[config.mk]
export PLATFORM = sky130hd
export DESIGN_NAME = ps_adpcm_block_decoder_flat
export DESIGN_NICKNAME = d
export VERILOG_FILES = /design/src/design/psadpcm_pkg.sv /design/src/design/psadpcm_if.sv /design/src/design/psadpcm_ctrl.sv /design/src/design/psadpcm_dp.sv /design/src/design/ps_adpcm_block_decoder.sv /design/src/flat_wrapper.sv
export SDC_FILE = /design/constraint.sdc
export NUM_CORES = 1
export LEC_CHECK = 0
export ABC_CLOCK_PERIOD_IN_PS = 7400
export BUFFER_PORTS_ARGS = -buffer_cell sky130_fd_sc_hd__clkbuf_2
export CAP_MARGIN = 25
export CELL_PAD_IN_SITES_DETAIL_PLACEMENT = 0
export CELL_PAD_IN_SITES_GLOBAL_PLACEMENT = 1
export CORE_ASPECT_RATIO = 0.8
export CORE_MARGIN = 4
export CORE_UTILIZATION = 52
export CTS_CLUSTER_DIAMETER = 120
export CTS_CLUSTER_SIZE = 40
export DETAILED_ROUTE_END_ITERATION = 7
export GPL_ROUTABILITY_DRIVEN = 0
export PLACE_DENSITY_LB_ADDON = 0.1
export SYNTH_ARGS = -nofsm -noshare
export SYNTH_HDL_FRONTEND = slang
export SYNTH_SLANG_ARGS = --single-unit
export TNS_END_PERCENT = 30
[constraint.sdc]
create_clock -name clk_i -period 7.4 [get_ports clk_i]
set_clock_uncertainty 0.05 [all_clocks]
set_input_delay 1.85 -clock clk_i [delete_from_list [all_inputs] [get_ports clk_i]]
set_output_delay 1.85 -clock clk_i [all_outputs]
set_load 0.1 [all_outputs]
[src/design/psadpcm_pkg.sv]
// ----------------------------------------------------------------------------
// PS-ADPCM block decoder package
// Shared word types, controller/datapath command and status, filter table.
// ----------------------------------------------------------------------------
package psadpcm_pkg;

  // Byte positions within a 16-byte block.
  localparam logic [3:0] IdxHeader = 4'd0;
  localparam logic [3:0] IdxFlags  = 4'd1;

  // Header limits.
  localparam logic [3:0] ShiftLimit = 4'd12;
  localparam logic [3:0] FilterMax  = 4'd4;

  // Prediction coefficients carry six fraction bits.
  localparam int CoefShift = 6;
  localparam int CoefRound = 32;

  // Output clamp.
  localparam int PcmMax = 32767;
  localparam int PcmMin = -32768;

  typedef struct packed {
    logic [7:0] data_byte;
    logic [3:0] byte_index;
    logic       channel;
    logic       restart;
  } in_word_t;

  typedef struct packed {
    logic signed [15:0] pcm_sample;
    logic               out_channel;
    logic               last;
  } out_word_t;

  typedef struct packed {
    logic accept;
    logic mul;
    logic acc;
    logic emit;
    logic nib_hi;
  } dp_cmd_t;

  typedef struct packed {
    logic decode;
    logic out_free;
  } dp_status_t;

  function automatic logic signed [7:0] coef_one(logic [2:0] filt);
    logic signed [7:0] k;
    unique case (filt)
      3'd1:    k = 8'sd60;
      3'd2:    k = 8'sd115;
      3'd3:    k = 8'sd98;
      3'd4:    k = 8'sd122;
      default: k = 8'sd0;
    endcase
    return k;
  endfunction

  function automatic logic signed [7:0] coef_two(logic [2:0] filt);
    logic signed [7:0] k;
    unique case (filt)
      3'd2:    k = -8'sd52;
      3'd3:    k = -8'sd55;
      3'd4:    k = -8'sd60;
      default: k = 8'sd0;
    endcase
    return k;
  endfunction

endpackage

[src/design/psadpcm_if.sv]
// ----------------------------------------------------------------------------
// PS-ADPCM stream interfaces
// Valid/ready channels for input bytes and decoded samples.
// ----------------------------------------------------------------------------
interface psadpcm_in_if;
  import psadpcm_pkg::*;

  logic     valid;
  logic     ready;
  in_word_t data;

  modport source (output valid, output data, input ready);
  modport sink   (input valid, input data, output ready);
endinterface

interface psadpcm_out_if;
  import psadpcm_pkg::*;

  logic      valid;
  logic      ready;
  out_word_t data;

  modport source (output valid, output data, input ready);
  modport sink   (input valid, input data, output ready);
endinterface

[src/design/psadpcm_ctrl.sv]
// ----------------------------------------------------------------------------
// PS-ADPCM controller
// Sequences the two nibble decodes of a byte through the datapath.
// ----------------------------------------------------------------------------
module psadpcm_ctrl (
  input  logic                    clk_i,
  input  logic                    rst_ni,
  input  logic                    in_valid_i,
  input  psadpcm_pkg::dp_status_t status_i,
  output logic                    in_ready_o,
  output psadpcm_pkg::dp_cmd_t    cmd_o
);
  import psadpcm_pkg::*;

  typedef enum logic [1:0] {
    S_IDLE,
    S_MUL,
    S_ACC,
    S_EMIT
  } state_e;

  state_e state_q;
  logic   in_ready_q;
  logic   nib_q;
  logic   accept;

  assign accept = in_valid_i & in_ready_q;

  always_comb begin
    cmd_o        = '0;
    cmd_o.accept = accept;
    cmd_o.mul    = (state_q == S_MUL);
    cmd_o.acc    = (state_q == S_ACC);
    cmd_o.emit   = (state_q == S_EMIT) & status_i.out_free;
    cmd_o.nib_hi = nib_q;
  end

  assign in_ready_o = in_ready_q;

  always_ff @(posedge clk_i or negedge rst_ni) begin
    if (!rst_ni) begin
      state_q    <= S_IDLE;
      in_ready_q <= 1'b1;
      nib_q      <= 1'b0;
    end else begin
      unique case (state_q)
        S_IDLE: begin
          if (accept && status_i.decode) begin
            state_q    <= S_MUL;
            in_ready_q <= 1'b0;
            nib_q      <= 1'b0;
          end
        end
        S_MUL: begin
          state_q <= S_ACC;
        end
        S_ACC: begin
          state_q <= S_EMIT;
        end
        S_EMIT: begin
          if (status_i.out_free) begin
            if (nib_q) begin
              state_q    <= S_IDLE;
              in_ready_q <= 1'b1;
            end else begin
              state_q <= S_MUL;
              nib_q   <= 1'b1;
            end
          end
        end
        default: begin
          state_q <= S_IDLE;
        end
      endcase
    end
  end

endmodule

[src/design/psadpcm_dp.sv]
// ----------------------------------------------------------------------------
// PS-ADPCM datapath
// Channel state, two-tap prediction, saturation, rounding and output word.
// ----------------------------------------------------------------------------
module psadpcm_dp #(
  parameter int CHANNELS      = 2,
  parameter int FRACTION_BITS = 6
) (
  input  logic                    clk_i,
  input  logic                    rst_ni,
  input  psadpcm_pkg::dp_cmd_t    cmd_i,
  input  psadpcm_pkg::in_word_t   in_data_i,
  output psadpcm_pkg::dp_status_t status_o,
  input  logic                    out_ready_i,
  output logic                    out_valid_o,
  output psadpcm_pkg::out_word_t  out_data_o
);
  import psadpcm_pkg::*;

  localparam int HW   = 20 + FRACTION_BITS;
  localparam int PW   = HW + 8;
  localparam int VW   = HW + 4;
  localparam int CH_W = (CHANNELS > 1) ? $clog2(CHANNELS) : 1;

  localparam logic signed [HW-1:0] HistMax = {1'b0, {(HW-1){1'b1}}};
  localparam logic signed [HW-1:0] HistMin = {1'b1, {(HW-1){1'b0}}};
  localparam int RoundHalf = 1 << (FRACTION_BITS - 1);

  logic signed [HW-1:0] hist1_q [CHANNELS];
  logic signed [HW-1:0] hist2_q [CHANNELS];
  logic        [3:0]    shift_q [CHANNELS];
  logic        [2:0]    filt_q  [CHANNELS];

  logic [7:0]      byte_q;
  logic [CH_W-1:0] ch_q;
  logic            chan_q;

  logic signed [PW-1:0] p1_q, p2_q;
  logic signed [HW-1:0] resid_q;
  logic signed [HW-1:0] val_q;

  logic      out_valid_q;
  out_word_t out_q;

  // Input side decode.
  logic            in_ch_ok;
  logic [CH_W-1:0] in_idx;
  logic [3:0]      hdr_filt;

  assign in_ch_ok = (int'(in_data_i.channel) < CHANNELS);
  assign in_idx   = CH_W'(in_data_i.channel);
  assign hdr_filt = in_data_i.data_byte[7:4];

  assign status_o.decode   = in_ch_ok && (in_data_i.byte_index != IdxHeader)
                             && (in_data_i.byte_index != IdxFlags);
  assign status_o.out_free = !out_valid_q || out_ready_i;

  // Residual and products for the current nibble.
  logic [3:0]           nib;
  logic [3:0]           shift_eff;
  logic [4:0]           shamt;
  logic signed [HW-1:0] resid_d;
  logic signed [PW-1:0] p1_d, p2_d;

  always_comb begin
    nib       = cmd_i.nib_hi ? byte_q[7:4] : byte_q[3:0];
    shift_eff = (shift_q[ch_q] > ShiftLimit) ? ShiftLimit : shift_q[ch_q];
    shamt     = 5'(FRACTION_BITS + 12) - {1'b0, shift_eff};
    resid_d   = HW'($signed(nib)) <<< shamt;
    p1_d      = PW'(hist1_q[ch_q]) * PW'(coef_one(filt_q[ch_q]));
    p2_d      = PW'(hist2_q[ch_q]) * PW'(coef_two(filt_q[ch_q]));
  end

  // Prediction sum, residual add and saturation.
  logic signed [PW:0]   acc_sum;
  logic signed [PW:0]   acc_sh;
  logic signed [VW-1:0] val_w;
  logic signed [HW-1:0] val_d;

  always_comb begin
    acc_sum = (PW+1)'(p1_q) + (PW+1)'(p2_q) + (PW+1)'(CoefRound);
    acc_sh  = acc_sum >>> CoefShift;
    val_w   = VW'(acc_sh) + VW'(resid_q);
    if (val_w > VW'(HistMax)) begin
      val_d = HistMax;
    end else if (val_w < VW'(HistMin)) begin
      val_d = HistMin;
    end else begin
      val_d = val_w[HW-1:0];
    end
  end

  // Rounding to integer and clamp to 16 bits.
  logic signed [HW:0] rnd;
  logic signed [HW:0] pcm_w;
  logic signed [15:0] pcm_d;

  always_comb begin
    rnd   = (HW+1)'(val_q) + (HW+1)'(RoundHalf);
    pcm_w = rnd >>> FRACTION_BITS;
    if (pcm_w > (HW+1)'(PcmMax)) begin
      pcm_d = 16'sh7FFF;
    end else if (pcm_w < (HW+1)'(PcmMin)) begin
      pcm_d = -16'sh8000;
    end else begin
      pcm_d = pcm_w[15:0];
    end
  end

  // Channel state.
  always_ff @(posedge clk_i or negedge rst_ni) begin
    if (!rst_ni) begin
      for (int i = 0; i < CHANNELS; i++) begin
        hist1_q[i] <= '0;
        hist2_q[i] <= '0;
        shift_q[i] <= '0;
        filt_q[i]  <= '0;
      end
    end else begin
      if (cmd_i.accept && in_ch_ok) begin
        if (in_data_i.restart) begin
          hist1_q[in_idx] <= '0;
          hist2_q[in_idx] <= '0;
        end
        if (in_data_i.byte_index == IdxHeader) begin
          shift_q[in_idx] <= in_data_i.data_byte[3:0];
          filt_q[in_idx]  <= (hdr_filt > FilterMax) ? 3'd0 : hdr_filt[2:0];
        end
      end else if (cmd_i.acc) begin
        hist2_q[ch_q] <= hist1_q[ch_q];
        hist1_q[ch_q] <= val_d;
      end
    end
  end

  // Working registers.
  always_ff @(posedge clk_i) begin
    if (cmd_i.accept) begin
      byte_q <= in_data_i.data_byte;
      ch_q   <= in_idx;
      chan_q <= in_data_i.channel;
    end
    if (cmd_i.mul) begin
      p1_q    <= p1_d;
      p2_q    <= p2_d;
      resid_q <= resid_d;
    end
    if (cmd_i.acc) begin
      val_q <= val_d;
    end
    if (cmd_i.emit) begin
      out_q.pcm_sample  <= pcm_d;
      out_q.out_channel <= chan_q;
      out_q.last        <= cmd_i.nib_hi;
    end
  end

  always_ff @(posedge clk_i or negedge rst_ni) begin
    if (!rst_ni) begin
      out_valid_q <= 1'b0;
    end else if (cmd_i.emit) begin
      out_valid_q <= 1'b1;
    end else if (out_ready_i) begin
      out_valid_q <= 1'b0;
    end
  end

  assign out_valid_o = out_valid_q;
  assign out_data_o  = out_q;

endmodule

[src/design/ps_adpcm_block_decoder.sv]
// ----------------------------------------------------------------------------
// PS-ADPCM block decoder
// Decodes 16-byte ADPCM blocks, one byte per input word, for several channels.
// ----------------------------------------------------------------------------
// The input channel carries one block byte per word with its position in the
// block, its channel and a restart flag that clears that channel's history.
// A header byte (position 0) loads the channel's shift and filter and a flags
// byte (position 1) is dropped; neither yields any output.
// Every other byte yields two output words, the low-nibble sample first and
// the high-nibble sample second, marked by last. Bytes for a channel at or
// above CHANNELS are ignored.
// Each sample runs through three steps of the datapath: the two prediction
// products, then the add and saturate that update the history, then the
// rounding and clamp into the output register. The two samples of a byte
// depend on each other, so the decoder takes no new byte until the second
// sample of the current one has entered the output register.
// The output register lets the next byte enter while the last sample waits;
// if the receiver stalls, the decoder holds the pending sample and waits.
// Reset clears history, shift and filter of all channels at once.
// ----------------------------------------------------------------------------
module ps_adpcm_block_decoder #(
  parameter int CHANNELS      = 2,
  parameter int FRACTION_BITS = 6
) (
  input  logic          clk_i,
  input  logic          rst_ni,
  psadpcm_in_if.sink    in_i,
  psadpcm_out_if.source out_o
);
  import psadpcm_pkg::*;

  dp_cmd_t    cmd;
  dp_status_t status;

  // The controller owns the input handshake and the sample sequence.
  psadpcm_ctrl u_ctrl (
    .clk_i      (clk_i),
    .rst_ni     (rst_ni),
    .in_valid_i (in_i.valid),
    .status_i   (status),
    .in_ready_o (in_i.ready),
    .cmd_o      (cmd)
  );

  // The datapath keeps per-channel state and the output register.
  psadpcm_dp #(
    .CHANNELS      (CHANNELS),
    .FRACTION_BITS (FRACTION_BITS)
  ) u_dp (
    .clk_i       (clk_i),
    .rst_ni      (rst_ni),
    .cmd_i       (cmd),
    .in_data_i   (in_i.data),
    .status_o    (status),
    .out_ready_i (out_o.ready),
    .out_valid_o (out_o.valid),
    .out_data_o  (out_o.data)
  );

endmodule
[src/flat_wrapper.sv]
// flat-port wrapper written by rule: the top's interface ports become plain ports
module ps_adpcm_block_decoder_flat import psadpcm_pkg::*;
#(
  parameter int CHANNELS      = 2,
  parameter int FRACTION_BITS = 6
)
  (clk_i, rst_ni, in_i_valid, in_i_data, in_i_ready, out_o_valid, out_o_data, out_o_ready);
  psadpcm_in_if in_i_i ();
  psadpcm_out_if out_o_i ();
  input  logic clk_i;
  input  logic rst_ni;
  input wire logic [$bits(in_i_i.valid)-1:0] in_i_valid;
  input wire logic [$bits(in_i_i.data)-1:0] in_i_data;
  output wire logic [$bits(in_i_i.ready)-1:0] in_i_ready;
  output wire logic [$bits(out_o_i.valid)-1:0] out_o_valid;
  output wire logic [$bits(out_o_i.data)-1:0] out_o_data;
  input wire logic [$bits(out_o_i.ready)-1:0] out_o_ready;
  assign in_i_i.valid = in_i_valid;
  assign in_i_i.data = in_i_data;
  assign in_i_ready = in_i_i.ready;
  assign out_o_valid = out_o_i.valid;
  assign out_o_data = out_o_i.data;
  assign out_o_i.ready = out_o_ready;
  ps_adpcm_block_decoder #(.CHANNELS(CHANNELS), .FRACTION_BITS(FRACTION_BITS)) u_core (.clk_i(clk_i), .rst_ni(rst_ni), .in_i(in_i_i), .out_o(out_o_i));
endmodule
==> results.txt, run 1 <==
Req. time, crit path: 7.65 ns
hold path depth: 1
initial antenna violation count: 0
sequential fraction of design power: 62.6%
Synth Net Count: 3031
combinational power share: 1.0%
Inserted Diodes: 0
layout cells sized above 1: 6.70%
utilization after layout: 56.2%
RR Startpoint: u_core.u_dp.chan_q$_DFFE_PP_
Final period util: 92.7%
core area: 0.0473 mm²
Post-Syn Area: 0.0250 mm²
min Tclk post-route: 6.86 ns
HPWL after detailed placement: 50.0 mm
arrival time worst endpoint: 7.11 ns
Syn. warnings: 0
H-tree Lvls: 1
wire per inst: 19.5 µm
# IOs: 38
Internal Power: 1.91 mW
die area: 0.0516 mm²
Area growth syn-to-layout: 6.37%
Reg2Reg Depth: 22
Worst Tran Pin Value: 1.01 ns
post-synthesis sequential area ratio: 29.4%
clock latency on the worst-skew pair: 0.55 ns
final WL: 61.6 mm
pwr dens: 92.9 mW/mm²
register area: 0.00734 mm²
status: completed
distinct cell type count after synthesis: 80
most frequent cells in the layout: nor2_1, ha_1, inv_1
chip height: 204 µm
startpoint types: flip-flop
RSZ-0062 raised after global routing: no
Clock transition at path regs: 0.14 ns
Worst VDD drop: 0.225 mV
Hold Path Origin: u_core.u_dp.hist2_q[45]$_DFFE_PN0P_
CTS tree: yes
final hold viol count: 0
async set-reset flop share out of synthesis: 46.4%
Max-Cap Viols: 0
total track usage: 24.4%
Synth top area share: 17.5%
Pre-antenna DRT Iters: 6
Fmax achieved: 0.146 GHz
chip width: 253 µm
cell count after synthesis: 2508
DR iter-0 viols: 1369
Most used DFF post-synth: edfxtp_1
min-delay worst type: flip-flop to flip-flop
Nets: 3056
Clock Tree Buf Depth: 3
grt total ovfl: 0
sw frac: 22.7%
Setup crit end kind: flip-flop
Slew HR: 32.5%
finished layout cell area: 0.0265 mm²
Synth area leader: fa_1
most common cell after layout, fill and taps aside: nor2_1
row count: 71
CTS Sinks: 265
Cell Area, Placed: 0.0260 mm²
placed cell count: 3137
non-filler cells in the finished layout: 3159
Num CTS Buffers: 12
input/output buffers: 37
first-pass GRT wire length: 100 mm
CP max FO: 17
Initial Util: 52.8%
Filler Cell Count: 4230
Worst R2R End: u_core.u_dp.p1_q[31]$_DFFE_PN_
WS Path Type: flip-flop to flip-flop
final setup vio count: 0
Clk Tree Root Cell: clkbuf_16
clock network power share: 36.4%
setup TNS: 0 ns
hold endpoint: u_core.u_dp.hist2_q[45]$_DFFE_PN0P_
Synth area leaders: fa_1, edfxtp_1, ha_1
number of flops mapped to enable cells by yosys: 142
multi-input combinational cell area: 0.0164 mm²
max-slew violations: 0
Yosys reg bits: 265
mean area per synthesized cell: 9.95 µm²
Pleak: 12.5 nW
vias in the first global route: 17900
Via density: 5.77
Reg2Reg Setup Slack: 0.54 ns
Detail Route Antenna Nets: 0
total number of vias: 18200
P_sw: 0.559 mW
# DRC: 0
pin count of the biggest net entering global routing: 77
## Yosys cell counts, drive strengths merged, types with 31 or more instances
cell and count:
a21o 34, a21oi 129, clkbuf 70, dfrtp 122, edfxtp 142, fa 218, ha 287, inv 240
mux2i 60, nand2 126, nand3 31, nor2 394, nor2b 49, o21ai 107, o311ai 48, xnor2 86
xor2 48
## layout make-up
| class | instances | area share, % |
|---|---|---|
| repair buffers | 96 | 2.53 |
| clock buffers | 15 | 1.25 |
| multi-input cells | 1918 | 61.8 |
| inverters | 240 | 3.39 |
| flip-flops and latches | 265 | 27.7 |
| well taps | 620 | 2.92 |
| clock inverters | 5 | 0.405 |
## cells by family (layout without fill, tap and decap cells)
logic type      count (synthesis)  after routing  synth area share (%)
buf+inv                       325            356                  5.06
mux                            76             76                  3.17
flops                         265            265                  29.4
fa+ha+maj                     506            506                  31.9
xor+xnor                      134            134                  4.70
simple gates                  718            718                  12.6
compound gates                484            484                  13.1
## worst max-delay path, stage by stage, from the launching register on
cell      delay, ns
edfxtp_1       0.45
o21ai_0        0.43
nor2_1         0.13
xnor2_1        0.17
o21ai_2        0.73
nor2_1         0.12
ha_1           0.35
fa_1           0.54
inv_1          0.05
fa_1           0.52
inv_1          0.05
fa_1           0.48
ha_1           0.38
a21oi_1        0.17
nor2_1         0.06
o21ai_0        0.20
o2111a_1       0.37
o2111a_1       0.26
nor3_1         0.10
a311oi_1       0.53
o21bai_1       0.12
a21o_1         0.20
xor2_1         0.14
## stage by stage
stage / setup WS, ns / power [mW] / hold WS (ns)
detailed placement: 0.465 / 1.60 / 0.435
floorplan: 0.751 / 1.58 / 0.403
global placement: 0.477 / 1.60 / 0.434
global route: 0.0687 / 2.55 / 0.486
CTS: 0.434 / 2.50 / 0.471
finish: 0.542 / 2.47 / 0.465
## routing by layer
metal  vias up  routed length (µm)  part of all wire [%]  track usage [%]
li1       8688                   -                     -                -
met1      9039               29200                    47             36.5
met2       442               27800                    45             38.2
met3        53                3100                   5.0             3.23
met4         0                1520                   2.5             5.38
met5         -                   0                     0                0
## registers in the layout, summed over array words and instances (netlist names), 6 cells and up
name	flops
u_core.u_dp.shift_q	8
u_core.u_dp.p1_q	34
u_core.u_dp.byte_q	8
u_core.u_dp.out_data_o	18
u_core.u_dp.p2_q	34
u_core.u_dp.hist2_q	52
u_core.u_dp.hist1_q	52
u_core.u_dp.val_q	21
u_core.u_dp.resid_q	26
u_core.u_dp.filt_q	6
## power by group through the flow
stage | clock network (mW) | logic, mW | registers (mW)
after global routing | 0.979 | 0.0279 | 1.54
after global placement | 0 | 0.0228 | 1.57
after detailed placement | 0 | 0.0233 | 1.57
after floorplan | 0 | 0.00123 | 1.57
after CTS | 0.929 | 0.0234 | 1.54
final | 0.898 | 0.0241 | 1.54
## worst max path at each step
stage / start / endpoint / slack (ns) / cells past startpoint
floorplan: u_core.u_dp.chan_q$_DFFE_PP_ / u_core.u_dp.p1_q[31]$_DFFE_PN_ / 0.75 / 23
global placement: u_core.u_dp.chan_q$_DFFE_PP_ / u_core.u_dp.p1_q[33]$_DFFE_PN_ / 0.48 / 20
detailed placement: u_core.u_dp.chan_q$_DFFE_PP_ / u_core.u_dp.p1_q[33]$_DFFE_PN_ / 0.46 / 20
CTS: u_core.u_dp.chan_q$_DFFE_PP_ / u_core.u_dp.p1_q[33]$_DFFE_PN_ / 0.43 / 20
global route: u_core.u_dp.chan_q$_DFFE_PP_ / u_core.u_dp.p1_q[33]$_DFFE_PN_ / 0.07 / 22
finish: u_core.u_dp.chan_q$_DFFE_PP_ / u_core.u_dp.p1_q[31]$_DFFE_PN_ / 0.54 / 22
## what timing repair did
item,4_1_cts,5_1_grt
hold buffers,0,0
gates resized for setup,0,1
buffers inserted,0,0
endpoints found under the setup margin,0,2
Power figures use the tool's default switching activity.
==> run 2: changes to the inputs <==
Settings changed: CORE_MARGIN 4 to 2, PLACE_DENSITY set to 0.9, PLACE_DENSITY_LB_ADDON 0.1 to not set, SLEW_MARGIN set to 20.
==> run 2 against run 1 <==
  * Sequential cell count unchanged
  * Global-route usage up 0.55 points
  * Non-clock buffer count down 12
  * Sequential power about the same
  * Clock power down 14%
  * First-iteration DRC count up 27%
  * Critical endpoint unchanged
  * Worst hold slack about the same
  * Worst setup slack worse by 0.12 ns
  * Power down 5.1%
  * Register-to-register slack worse by 0.12 ns
==> results.txt, run 2 (same netlist as run 1, synthesis figures left out) <==
Clock Tree Buf Depth: 3 (unchanged)
chip height: 200 µm (-2.0%)
arrival time worst endpoint: 7.23 ns (+0.12 ns)
CP Cell Sequence: buf_12 -> mux2i_1 -> nor2_1 -> fa_1 -> fa_1 -> inv_1 -> fa_1 -> inv_1 -> fa_1 -> ha_1 -> a21oi_1 -> nor2_1 -> o21ai_0 -> o2111a_1 -> o2111a_1 -> nor3_1 -> buf_4 -> a311oi_1 -> o21bai_1 -> a21o_1 -> xor2_1
most frequent cells in the layout: nor2_1, ha_1, inv_1
# DRC: 0 (unchanged)
Pleak: 12.4 nW (-0.74%)
Inserted Diodes: 0 (unchanged)
H-tree Lvls: 1 (unchanged)
Filler Cell Count: 4050 (-4.3%)
hold endpoint: u_core.u_dp.hist2_q[31]$_DFFE_PN0P_
final WL: 59.9 mm (-2.8%)
RSZ-0062 raised after global routing: no
Reg2Reg Setup Slack: 0.42 ns (-0.12 ns)
Resized cells post-CTS: 0 (unchanged)
Area growth syn-to-layout: 5.65%
total number of vias: 18600 (+2.1%)
Final period util: 94.3% (+1.7 points)
Clk Tree Root Cell: clkbuf_16
# IOs: 38 (unchanged)
WP buf/inv: 4 (+2)
non-filler cells in the finished layout: 3143 (-0.51%)
chip width: 249 µm (-1.6%)
Fmax achieved: 0.143 GHz (-1.8%)
placed cell count: 3126 (-0.35%)
WS Path Type: flip-flop to flip-flop
CP max stage cell: mux2i_1
finished layout cell area: 0.0264 mm² (-0.68%)
initial antenna violation count: 0 (unchanged)
Clock transition at path regs: 0.15 ns (about the same)
Worst VDD drop: 0.140 mV (-38%)
post-CTS setup buffer count: 0 (unchanged)
layout cells sized above 1: 6.06% (-0.63 points)
Worst Tran Pin Value: 0.972 ns (-0.0366 ns)
hold path depth: 1 (unchanged)
Levels on crit path: 21 (-4.5%)
total track usage: 24.9% (+0.55 points)
utilization after layout: 55.9% (-0.28 points)
min Tclk post-route: 6.98 ns (+0.122 ns)
RR Startpoint: u_core.u_dp.chan_q$_DFFE_PP_
startpoint types: flip-flop
pwr dens: 88.8 mW/mm² (-4.4%)
Slew HR: 33.3% (+0.81 points)
Detail Route Antenna Nets: 0 (unchanged)
max-slew violations: 0 (unchanged)
CTS Hold Bufs: 0 (unchanged)
Reg2Reg Depth: 21 (-4.5%)
final setup vio count: 0 (unchanged)
slowest cell delay on critical path: 0.87 ns (+0.14 ns)
met1 usage: 35.9% (-0.66 points)
CTS Sinks: 265 (unchanged)
met2 global-route usage: 40.3% (+2.1 points)
Tot Pwr: 2.34 mW (-5.1%)
die area: 0.0498 mm² (-3.5%)
most common cell after layout, fill and taps aside: nor2_1
Initial Util: 52.9% (+0.099 points)
DR iter-0 viols: 1744 (+27%)
GRT busiest layer: met2
first-pass GRT wire length: 99.1 mm (-0.96%)
final hold viol count: 0 (unchanged)
delay-heaviest family, CP: adder cells
pin count of the biggest net entering global routing: 77 (unchanged)
top flop regs: u_core.u_dp.hist1_q (52), u_core.u_dp.hist2_q (52)
setup TNS: 0 ns (unchanged)
Cell Area, Placed: 0.0260 mm² (-0.17%)
vias in the first global route: 18700 (+4.0%)
core area: 0.0472 mm² (-0.19%)
Req. time, crit path: 7.64 ns (about the same)
CTS tree: yes
grt total ovfl: 0 (unchanged)
Max-Cap Viols: 0 (unchanged)
row count: 71 (unchanged)
Setup crit end kind: flip-flop
HPWL after detailed placement: 48.6 mm (-2.9%)
Pre-antenna DRT Iters: 5 (-1)
status: completed
Via density: 5.92 (+2.6%)
Hold Path Origin: u_core.u_dp.hist2_q[31]$_DFFE_PN0P_
input/output buffers: 37 (unchanged)
met3 GRT Util: 2.93% (-0.30 points)
clock latency on the worst-skew pair: 0.52 ns (-0.03 ns)
Nets: 3042 (-0.46%)
CP max FO: 64 (+47)
wire per inst: 19.1 µm (-2.3%)
CP dominant cell by count: fa_1
Worst R2R End: u_core.u_dp.p1_q[31]$_DFFE_PN_
Num CTS Buffers: 10 (-2)
min-delay worst type: flip-flop to flip-flop
run 2: routing by layer:
layer / share of wire [%] / vias up / routed length (µm)
li1: - / 8677 / -
met1: 46 / 9252 / 27500
met2: 45 / 596 / 26800
met3: 6.2 / 71 / 3720
met4: 3.1 / 0 / 1870
met5: 0 / - / 0
run 2: where the power goes:
group / internal [mW] / switching [mW]
Sequential: 1.54 / 0
Clock: 0.303 / 0.470
Combinational: 0.00578 / 0.0183
run 2: layout make-up:
cell class / instances / area [µm²] / share of cell area (%)
Clock buffer: 15 / 312 / 1.18
Multi-Input combinational cell: 1918 / 16400 / 62.3
Tap cell: 620 / 776 / 2.94
Sequential cell: 265 / 7340 / 27.9
Clock inverter: 1 / 16.3 / 0.0617
Timing Repair Buffer: 84 / 599 / 2.27
Inverter: 240 / 901 / 3.42
run 2: worst register-to-register path, cell delays in order (launching register included):
cell      delay [ns]
edfxtp_1        0.46
buf_12          0.34
mux2i_1         1.00
nor2_1          0.19
fa_1            0.53
fa_1            0.49
inv_1           0.06
fa_1            0.52
inv_1           0.05
fa_1            0.47
ha_1            0.38
a21oi_1         0.17
nor2_1          0.05
o21ai_0         0.20
o2111a_1        0.34
o2111a_1        0.28
nor3_1          0.07
buf_4           0.15
a311oi_1        0.52
o21bai_1        0.11
a21o_1          0.20
xor2_1          0.14
run 2: worst max path at each step:
stage                                 startpoint                        endpoint  slack (ns)
detailed placement  u_core.u_dp.chan_q$_DFFE_PP_  u_core.u_dp.p1_q[31]$_DFFE_PN_        0.55
global route        u_core.u_dp.chan_q$_DFFE_PP_  u_core.u_dp.p1_q[33]$_DFFE_PN_       0.005
global placement    u_core.u_dp.chan_q$_DFFE_PP_  u_core.u_dp.p1_q[33]$_DFFE_PN_        0.59
CTS                 u_core.u_dp.chan_q$_DFFE_PP_  u_core.u_dp.p1_q[31]$_DFFE_PN_        0.52
finish              u_core.u_dp.chan_q$_DFFE_PP_  u_core.u_dp.p1_q[31]$_DFFE_PN_        0.42
floorplan           u_core.u_dp.chan_q$_DFFE_PP_  u_core.u_dp.p1_q[31]$_DFFE_PN_        0.75
run 2: metrics by stage:
stage	hold slack [ns]	setup WS [ns]
after floorplan	0.403	0.751
after global placement	0.435	0.592
after detailed placement	0.436	0.547
after CTS	0.470	0.523
after global routing	0.489	0.00473
final	0.465	0.419
==> run 3: changes to the inputs <==
Settings changed: BUFFER_PORTS_ARGS -buffer_cell sky130_fd_sc_hd__clkbuf_2 to not set, CORE_UTILIZATION 52 to 53, DONT_BUFFER_PORTS set to 1, PLACE_DENSITY 0.9 to 0.91.
==> run 3 against run 2 <==
  * Sequential share of layout area is 0.26 points higher
  * Worst hold slack gained 0.0064 ns
  * Cell area is 0.94% lower
  * First-iteration DRC count decreased by 0.86%
  * Via count about the same
  * Clock power fell by 2.7%
  * Sequential cell count stayed put
  * Routed wire length about the same
  * Sequential power barely moved
  * Clock-buffer cell count fell by 1
  * Critical endpoint is now u_core.u_dp.p1_q[33]$_DFFE_PN_
==> results.txt, run 3 (same netlist as run 1, synthesis figures left out) <==
status: completed
vias in the first global route: 18600 (-0.48%)
non-filler cells in the finished layout: 3106 (-1.2%)
Worst VDD drop: 0.139 mV (-0.32%)
CP max FO: 18 (-72%)
register area: 0.00734 mm² (unchanged)
top flop regs: u_core.u_dp.hist1_q (52), u_core.u_dp.hist2_q (52)
max-slew violations: 0 (unchanged)
min Tclk post-route: 7.05 ns (+0.0732 ns)
multi-input combinational cell area: 0.0164 mm² (about the same)
Num CTS Buffers: 10 (unchanged)
input/output buffers: 0 (-100%)
RSZ-0062 raised after global routing: no
Area growth syn-to-layout: 4.65%
core area: 0.0467 mm² (-0.94%)
Pleak: 12.2 nW (-1.5%)
# DRC: 0 (unchanged)
Detail Route Antenna Nets: 0 (unchanged)
Resized cells post-CTS: 0 (unchanged)
layout cells sized above 1: 4.71% (-1.4 points)
CTS Hold Bufs: 0 (unchanged)
clock latency on the worst-skew pair: 0.51 ns (about the same)
utilization after layout: 55.9% (about the same)
Clk Tree Root Cell: clkbuf_16
WS Path Type: flip-flop to flip-flop
Initial Util: 53.4% (+0.50 points)
most frequent cells in the layout: nor2_1, ha_1, inv_1
Inserted Diodes: 0 (unchanged)
setup TNS: 0 ns (unchanged)
Setup crit end kind: flip-flop
Clock Tree Buf Depth: 3 (unchanged)
total track usage: 25.6% (+0.68 points)
CTS tree: yes
Via density: 5.98 (+1.1%)
grt total ovfl: 0 (unchanged)
Clock transition at path regs: 0.14 ns (about the same)
pwr dens: 87.9 mW/mm² (-0.91%)
post-CTS setup buffer count: 0 (unchanged)
wire per inst: 19.3 µm (+1.3%)
Req. time, crit path: 7.62 ns (-0.02 ns)
total number of vias: 18600 (-0.075%)
chip width: 247 µm (-0.93%)
final hold viol count: 0 (unchanged)
Slew HR: 34.4% (+1.1 points)
die area: 0.0488 mm² (-1.9%)
CTS Sinks: 265 (unchanged)
Max-Cap Viols: 0 (unchanged)
arrival time worst endpoint: 7.28 ns (+0.05 ns)
Pre-antenna DRT Iters: 5 (unchanged)
Final period util: 95.3% (+0.99 points)
row count: 71 (unchanged)
DR iter-0 viols: 1729 (-0.86%)
final setup vio count: 0 (unchanged)
hold slack: 0.472 ns (+0.00640 ns)
HPWL after detailed placement: 48.1 mm (-1.1%)
Fmax achieved: 0.142 GHz (-1.0%)
final WL: 60.0 mm (about the same)
Worst Tran Pin Value: 0.984 ns (+0.0119 ns)
H-tree Lvls: 1 (unchanged)
Nets: 3005 (-1.2%)
most common cell after layout, fill and taps aside: nor2_1
initial antenna violation count: 0 (unchanged)
pin count of the biggest net entering global routing: 124 (+61%)
chip height: 198 µm (-0.93%)
Filler Cell Count: 4037 (-0.32%)
first-pass GRT wire length: 99.2 mm (+0.11%)
startpoint types: flip-flop
placed cell count: 3089 (-1.2%)
# IOs: 38 (unchanged)
min-delay worst type: flip-flop to flip-flop
Tot Pwr: 2.30 mW (-1.8%)
run 3: layer usage:
layer	GRT usage (%)	vias to the layer above	share of wire, %
met3	3.14	74	7.0
met2	39.9	651	44
met1	37.7	9278	46
li1	-	8579	-
met5	0	-	0
met4	7.25	0	3.3
run 3: path summary, 6_finish.rpt:
kind	slack, ns	cells past startpoint	start	end
max	0.35	24	u_core.u_dp.chan_q$_DFFE_PP_	u_core.u_dp.p1_q[33]$_DFFE_PN_
min	0.47	1	u_core.u_dp.shift_q[2]$_DFFE_PN0P_	u_core.u_dp.shift_q[2]$_DFFE_PN0P_
max reg2reg	0.35	24	u_core.u_dp.chan_q$_DFFE_PP_	u_core.u_dp.p1_q[33]$_DFFE_PN_
min reg2reg	0.47	1	u_core.u_dp.shift_q[2]$_DFFE_PN0P_	u_core.u_dp.shift_q[2]$_DFFE_PN0P_
max in group asynchronous	6.05	0	rst_ni	u_core.u_dp.hist2_q[5]$_DFFE_PN0P_
min in group asynchronous	0.97	0	rst_ni	u_core.u_ctrl.state_q[0]$_DFFE_PN0P_
run 3: through the flow:
step	area [µm²]	worst slack, ns
6_report	26100	0.346
5_1_grt	26100	0.0316
4_1_cts	26100	0.467
3_5_place_dp	25800	0.501
3_3_place_gp	25800	0.716
2_1_floorplan	25000	0.751
run 3: final cells by class:
type                       instances  share of cell area [%]
clock buffer                      14                    1.14
clock inverter                     2                  0.0671
inverter                         240                    3.45
multi-input combinational       1918                    62.9
sequential                       265                    28.1
tap                              620                    2.97
timing repair buffer              47                    1.40
run 3: worst max-delay path, cell delays in order (launching register included):
cell,delay (ns)
edfxtp_1,0.49
o21ai_0,0.34
nor2_1,0.12
a21boi_0,0.18
mux2_2,0.52
buf_4,0.34
buf_4,0.20
nor2_1,0.08
ha_1,0.34
fa_1,0.48
inv_1,0.05
fa_1,0.47
inv_1,0.05
fa_1,0.43
ha_1,0.36
o21a_1,0.19
o21ai_0,0.29
a21oi_1,0.12
o21ai_0,0.24
o2111a_1,0.27
nor3_1,0.13
a311oi_1,0.59
o21ai_0,0.20
a21oi_1,0.20
xnor2_1,0.08
run 3: where the power goes:
part           internal, mW  switching, mW  total (mW)
combinational      0.000640        0.00118     0.00183
sequential             1.54              0        1.54
clock                 0.290          0.461       0.752
total                  1.83          0.463        2.30
